## config.mk

```make
export PLATFORM = sky130hd
export DESIGN_NAME = salc_set_update
export DESIGN_NICKNAME = d
export VERILOG_FILES = /design/src/rtl/salc_pkg.sv /design/src/rtl/salc_set_update.sv
export SDC_FILE = /design/constraint.sdc
export NUM_CORES = 1
export LEC_CHECK = 0
export ABC_CLOCK_PERIOD_IN_PS = 7200
export BUFFER_PORTS_ARGS = -buffer_cell sky130_fd_sc_hd__buf_4
export CAP_MARGIN = 20
export CORE_AREA = 2 2 138 140
export DETAILED_ROUTE_END_ITERATION = 6
export DIE_AREA = 0 0 140 142
export PLACE_DENSITY_LB_ADDON = 0.3
export SYNTH_ARGS = -nofsm -noshare
export SYNTH_HDL_FRONTEND = slang
export SYNTH_SLANG_ARGS = --single-unit
```

## constraint.sdc

```tcl
create_clock -name vclk -period 7.2
set_input_delay 0 -clock vclk [all_inputs]
set_output_delay 0 -clock vclk [all_outputs]
set_load 0.005 [all_outputs]
```

## src/rtl/salc_pkg.sv

```systemverilog
// Shared types, constants and helpers for the set-associative LRU write-back cache lookup.
// No dependencies; used by every module in rtl/.
package salc_pkg;

    localparam int WAYS        = 4;
    localparam int SETS        = 64;
    localparam int TAG_BITS    = 32;
    localparam int AGE_BITS    = (WAYS > 1) ? $clog2(WAYS) : 1;
    localparam int SET_BITS    = (SETS > 1) ? $clog2(SETS) : 1;
    localparam int IDX_BITS    = 6;
    localparam int IN_TAG_BITS = 32;
    localparam int CNT_BITS    = 32;

    typedef logic [SET_BITS-1:0]    set_t;
    typedef logic [AGE_BITS-1:0]    way_idx_t;
    typedef logic [TAG_BITS-1:0]    tag_t;
    typedef logic [IN_TAG_BITS-1:0] ext_tag_t;
    typedef logic [CNT_BITS-1:0]    cnt_t;

    typedef enum logic [1:0] {
        OUT_HIT   = 2'd0,
        OUT_FILL  = 2'd1,
        OUT_RETRY = 2'd2
    } outcome_t;

    typedef struct packed {
        logic                valid;
        logic                dirty;
        logic [AGE_BITS-1:0] age;
        tag_t                tag;
    } way_t;

    typedef way_t [WAYS-1:0] row_t;

    typedef struct packed {
        logic hit;
        logic miss;
        logic kick;
        logic dirty_kick;
    } count_inc_t;

    typedef struct packed {
        outcome_t outcome;
        ext_tag_t victim_tag;
        cnt_t     hits;
        cnt_t     misses;
        cnt_t     kicks;
        cnt_t     dirty_kicks;
    } result_t;

    // Row contents after reset: nothing valid, highest way most recent.
    function automatic row_t reset_row();
        row_t r;
        for (int w = 0; w < WAYS; w++) begin
            r[w].valid = 1'b0;
            r[w].dirty = 1'b0;
            r[w].age   = AGE_BITS'(WAYS - 1 - w);
            r[w].tag   = '0;
        end
        return r;
    endfunction

    // Set index folded onto the sets present; a small constant table.
    function automatic set_t set_of(logic [IDX_BITS-1:0] idx);
        set_t s;
        s = '0;
        for (int k = 0; k < (1 << IDX_BITS); k++) begin
            if (idx == IDX_BITS'(k)) begin
                s = SET_BITS'(k % SETS);
            end
        end
        return s;
    endfunction

    function automatic tag_t tag_of(ext_tag_t t);
        tag_t r;
        r = '0;
        for (int i = 0; i < TAG_BITS && i < IN_TAG_BITS; i++) begin
            r[i] = t[i];
        end
        return r;
    endfunction

    function automatic ext_tag_t tag_out(tag_t t);
        ext_tag_t r;
        r = '0;
        for (int i = 0; i < TAG_BITS && i < IN_TAG_BITS; i++) begin
            r[i] = t[i];
        end
        return r;
    endfunction

    function automatic cnt_t sat_inc(cnt_t v);
        return (v == '1) ? v : v + cnt_t'(1);
    endfunction

endpackage

```

## src/rtl/salc_set_update.sv

```systemverilog
// Lookup and update of one set row: hit search, LRU victim, new row, outcome.
// Depends on salc_pkg. Purely combinational.
module salc_set_update (
    input  salc_pkg::row_t       row,
    input  logic                 kind,
    input  salc_pkg::tag_t       tag,
    output salc_pkg::row_t       new_row,
    output salc_pkg::outcome_t   outcome,
    output salc_pkg::ext_tag_t   victim_tag,
    output salc_pkg::count_inc_t inc
);
    import salc_pkg::*;

    logic                hit;
    way_idx_t            hit_way;
    way_idx_t            lru_way;
    way_idx_t            sel;
    logic [AGE_BITS-1:0] sel_age;
    logic                promote;

    always_comb
    begin
        hit     = 1'b0;
        hit_way = '0;
        for (int w = 0; w < WAYS; w++)
        begin
            if (!hit && row[w].valid && (row[w].tag == tag))
            begin
                hit     = 1'b1;
                hit_way = way_idx_t'(w);
            end
        end

        lru_way = '0;
        for (int w = 1; w < WAYS; w++)
        begin
            if (row[w].age > row[lru_way].age)
            begin
                lru_way = way_idx_t'(w);
            end
        end

        sel        = hit ? hit_way : lru_way;
        sel_age    = row[sel].age;
        new_row    = row;
        inc        = '0;
        victim_tag = '0;
        promote    = 1'b0;

        if (hit)
        begin
            inc.hit = 1'b1;
            outcome = OUT_HIT;
            if (kind)
            begin
                new_row[sel].dirty = 1'b1;
            end
            promote = 1'b1;
        end
        else
        begin
            inc.kick = row[sel].valid;
            if (row[sel].dirty)
            begin
                // write-back: line dropped, stays least recent
                inc.dirty_kick     = 1'b1;
                new_row[sel].valid = 1'b0;
                new_row[sel].dirty = 1'b0;
                victim_tag         = tag_out(row[sel].tag);
                outcome            = OUT_RETRY;
            end
            else
            begin
                new_row[sel].tag   = tag;
                new_row[sel].valid = 1'b1;
                new_row[sel].dirty = kind;
                inc.miss           = 1'b1;
                outcome            = OUT_FILL;
                promote            = 1'b1;
            end
        end

        if (promote)
        begin
            for (int w = 0; w < WAYS; w++)
            begin
                if (row[w].age < sel_age)
                begin
                    new_row[w].age = row[w].age + 1'b1;
                end
            end
            new_row[sel].age = '0;
        end
    end

endmodule

```

After elaboration in Yosys (flattened, before gate mapping)
Cells that the tools add are included.
{ "word_totals": {"reg_bits": 0, "in_bits": 177, "output_inout_bits": 182, "wordCells": 83} }
{ "classes": {"add_sub_neg": 4, "order_cmp": 11, "n_eq_ne": 4, "mux": 53, "n_reduce_logical": 11} }
{ "ops": {"columns": ["operator", "n"], "rows": [
  ["144-bit bitwise mux", 7],
  ["144-bit two-way mux", 4],
  ["36-bit demux with 2-bit select", 4],
  ["36-bit binary-select mux with 2-bit select", 3],
  ["32-bit == test", 4],
  ["34-bit two-way mux", 3],
  ["32-bit two-way mux", 3],
  ["36-bit two-way mux", 2],
  ["35-bit two-way mux", 1],
  ["2-bit two-way mux", 15],
  ["1-bit two-way mux", 10],
  ["2-bit by 3-bit less-than comparator with 1-bit output, second input constant", 3],
  ["2-bit by 1-bit adder with 2-bit output, second input constant", 4],
  ["1-bit logical AND", 8],
  ["2-bit less-than comparator", 4],
  ["2-bit greater-than comparator", 3],
  ["1-bit zero test", 3],
  ["3-bit two-way mux", 1],
  ["2-bit by 1-bit greater-or-equal comparator with 1-bit output, second input constant", 1]
]} }

Depth between registers and ports, before layout
{ "logic_depth": {"ltp_word": 29, "depth_mapped": 22} }

Worst setup path before layout
Ideal clock, no wire load.
{ "synth_timing": {"kind": "input to output", "startpoint": "input row[33] (netlist name)", "endpoint": "output outcome[1]", "arrival_time_ps": 3792, "t_required_ps": 7200, "slack_ps": 3408, "cell_stages": 19, "cell_sequence": "inv_1 ha_1 o22ai_1 nand2_1 o21ai_0 ha_1 nor2b_1 o21ai_0 mux2_2 ha_1 nand2_1 o21ai_0 o31a_1 a211oi_4 mux2_2 a22oi_4 clkbuf_1 inv_1 buf_4"} }
{ "synth_via": {"elab_chain_len": 15} }
{ "synth_rtl": {"columns": ["element", "line_no", "text"], "rows": [
  ["from (decl)", "salc_set_update.sv:4", "input salc_pkg::row_t row,"],
  ["2-bit greater-than comparator", "salc_set_update.sv:37", "if (row[w].age > row[lru_way].age)"],
  ["1-bit two-way mux", "salc_set_update.sv:37", null],
  ["36-bit binary-select mux with 2-bit select", "salc_set_update.sv:37", null],
  ["34-bit two-way mux (not written as such)", "salc_set_update.sv:37", null],
  ["2-bit greater-than comparator", "salc_set_update.sv:37", null],
  ["2-bit two-way mux", "salc_set_update.sv:37", null],
  ["36-bit binary-select mux with 2-bit select", "salc_set_update.sv:37", null],
  ["34-bit two-way mux (not written as such)", "salc_set_update.sv:37", null],
  ["2-bit greater-than comparator", "salc_set_update.sv:37", null],
  ["2-bit two-way mux (*)", "salc_set_update.sv:37", null],
  ["2-bit two-way mux (*)", "salc_set_update.sv:43", "sel = hit ? hit_way : lru_way;"],
  ["36-bit binary-select mux with 2-bit select (*)", "salc_set_update.sv:63", "if (row[sel].dirty)"],
  ["36-bit two-way mux (*)", null, null],
  ["2-bit two-way mux (*)", "salc_set_update.sv:63", null],
  ["2-bit two-way mux (*)", "salc_set_update.sv:50", "if (hit)"],
  ["to (decl)", "salc_set_update.sv:8", "output salc_pkg::outcome_t outcome,"]
]} }
Mark *: on every way between the ends. The rest lies on a longest branch, timed or not. The select of a mux whose other input is x is not followed.

==> flow_summary.json <==
{
  "status": "finished, violations left",
  "violations": "design-rule violations",
  "drv_cap": 0,
  "worst_slew_pin_slew_ns": 1.07,
  "yosys_warnings": 0,
  "p_clk_share_pct": 0,
  "setup_tns_ns": 0,
  "synthDistinctLibCells": 50,
  "yosysSeqAreaShare_pct": 0,
  "wl_per_cell_um": 23.6,
  "critPathCaptureType": "output pin",
  "crit_fanout": 37,
  "hold_path_end": "new_row[128]",
  "die_area_um2": 19900,
  "switchingPower_w": 0.000713,
  "pwr-share-seq_pct": 0,
  "post-cts-setup-buffers": 0,
  "nClkBuffers": 0,
  "grt_max_degree": 73,
  "grtUsageTotal_pct": 26.7,
  "finalNetCount": 1162,
  "antennaDiodeCount": 0,
  "grt_pass1_wl_um": 40600,
  "cp.arrival_ns": 5.42,
  "p_int_w": 0.000699,
  "dpl_worst_slack_ns": 1.76,
  "hold_path.class": "in -> out",
  "synthCells": 681,
  "cellLeakagePower_nw": 3.48,
  "drt_iter0_drc": 412,
  "post-route-util_pct": 44.1,
  "drv_slew": 0,
  "routed_via_density": 5.45,
  "cp.required_ns": 7.20,
  "synth_top_family_by_area": "multiplexers",
  "netlist_area_um2": 5420,
  "synth_adder_area_share_pct": 1.62,
  "area_growth_pct": 50.2,
  "fmax_ghz": 0.185,
  "switching_share_pct": 50.5,
  "worst_slack_ns": 1.78,
  "drive_above_1_share_pct": 52.5,
  "n_fill_cell": 1944,
  "yosysTopAreaCellShare_pct": 26.2,
  "finalCritPeriodShare_pct": 75.3,
  "row_count": 50,
  "hold_buffers": 0,
  "final-seq-area_um2": 0,
  "rsz0062_at_grt": "no",
  "dp_cells": 1208,
  "synth-simple-area-share_pct": 18.0,
  "gp_congestion": 0.959,
  "synth.largest_area_cell": "mux2_2",
  "port_buffers": 359,
  "post-route-min-period_ns": 5.42,
  "powerDensity_nw_per_um2": 173,
  "io-pin-count": 359,
  "grt-ovfl-total": 0,
  "synthMuxAreaShare_pct": 34.6,
  "post-route-drc-count": 16,
  "post-dp-hpwl_um": 23500,
  "antenna_left": 0,
  "routed_wl_um": 28500,
  "coreArea_um2": 18500,
  "synth_area_leaders": "mux2_2 26%, xnor2_1 15%, a211oi_1 9.1%",
  "worstSetupStartpointType": "input port",
  "design.seq.count": 0,
  "die_x_um": 140,
  "synth_nets": 865,
  "setup_viol": 0,
  "cp-startpoint": "row[69]",
  "ir_drop_mv": 0.151,
  "start_util_pct": 29.4,
  "combPwrFrac_pct": 100.0,
  "synth_compound_area_share_pct": 16.2,
  "holdPathStages": 3,
  "hold_violations": 0,
  "grt_pass1_vias": 6290,
  "antenna_found_initial": 0,
  "die_h_um": 142,
  "final_cells": 1210,
  "synth-xor-area-share_pct": 21.1,
  "slew-limit-headroom_pct": 28.9,
  "cts-resized-gates": 0,
  "drtPass1Iterations": 7,
  "vias": 6592,
  "min_from": "row[128]",
  "critPathKind": "in -> out",
  "syn_avg_cell_area_um2": 7.96
}
[cell usage in the layout (no fill, tap or decap), drive strengths merged, types with 4 or more instances in the layout]
cell type / count
nand4: 34
nor3: 8
xor2: 28
buf: 366
inv: 17
and2: 32
a31oi: 4
a21oi: 13
mux2: 129
xnor2: 99
a21o: 4
nand3: 8
o21ai: 8
nand2: 27
nor4: 18
a222oi: 4
a31o: 4
ha: 7
nor2: 26
or3: 5
a211oi: 67
mux2i: 41
[through the flow]
step	hold slack [ns]	instance area (µm²)	power, W
3_3_place_gp	0.309	8090	0.00139
5_1_grt	0.328	8140	0.00151
3_5_place_dp	0.310	8090	0.00140
6_report	0.316	8140	0.00141
4_1_cts	0.315	8090	0.00140
2_1_floorplan	0.0981	5420	0.000767
[worst max-delay path: stages]
cell	delay [ns]
buf_4	0.13
inv_1	0.12
ha_1	0.26
o22ai_1	0.32
nand2_1	0.08
o21ai_0	0.11
ha_1	0.19
nor2b_1	0.04
o21ai_0	0.44
o211ai_1	0.16
o21ai_0	0.11
ha_1	0.26
nor2b_1	0.13
o21ai_0	0.25
o31ai_1	0.20
o221ai_4	0.86
nand2_1	0.30
nor2_4	0.46
buf_4	0.43
mux2_2	0.39
buf_4	0.14
[how the worst max path moves through the flow]
| stage | endpoint | slack [ns] |
|---|---|---|
| 3_5_place_dp | new_row[91] | 1.76 |
| 5_1_grt | new_row[27] | 1.31 |
| 2_1_floorplan | outcome[1] | 3.41 |
| 4_1_cts | new_row[91] | 1.73 |
| 6_report | new_row[11] | 1.78 |
| 3_3_place_gp | new_row[84] | 1.98 |
[cell families (layout without fill, tap and decap cells)]
kind of cell	after synthesis	count (layout)
buf+inv	88	383
xor+xnor	127	127
mux	170	170
compound gates	117	117
simple gates	172	172
fa+ha+maj	7	7
[per-layer routing]
| metal | routed length, µm | track usage [%] | vias to the layer above |
|---|---|---|---|
| met5 | 0 | 0 | - |
| met4 | 457 | 3.56 | 0 |
| met3 | 1580 | 2.32 | 23 |
| met2 | 14500 | 49.6 | 295 |
| met1 | 12000 | 34.5 | 3147 |
| li1 | - | - | 3127 |
[layout make-up]
cell class | instances | area (µm²) | share of cell area (%)
inverters | 17 | 63.8 | 0.784
multi-input cells | 593 | 5000 | 61.4
well taps | 234 | 293 | 3.60
repair buffers | 366 | 2790 | 34.2
[Yosys cell counts (all sizes together), types with 5 or more instances]
cell and number:
nand4 34, xor2 28, or3 5, xnor2 99
clkbuf 16, a211oi 67, mux2 129, ha 7
inv 17, buf 55, nor3 8, nor2 26
o21ai 8, mux2i 41, and2 32, nor4 18
nand2 27, a21oi 13, nand3 8
[power by group through the flow]
stage	logic (W)	clock network [W]	registers, W
CTS	0.00140	0	0
global route	0.00151	0	0
global placement	0.00139	0	0
detailed placement	0.00140	0	0
floorplan	0.000767	0	0
finish	0.00141	0	0
Note: power is estimated with default switching activity, not from simulation.
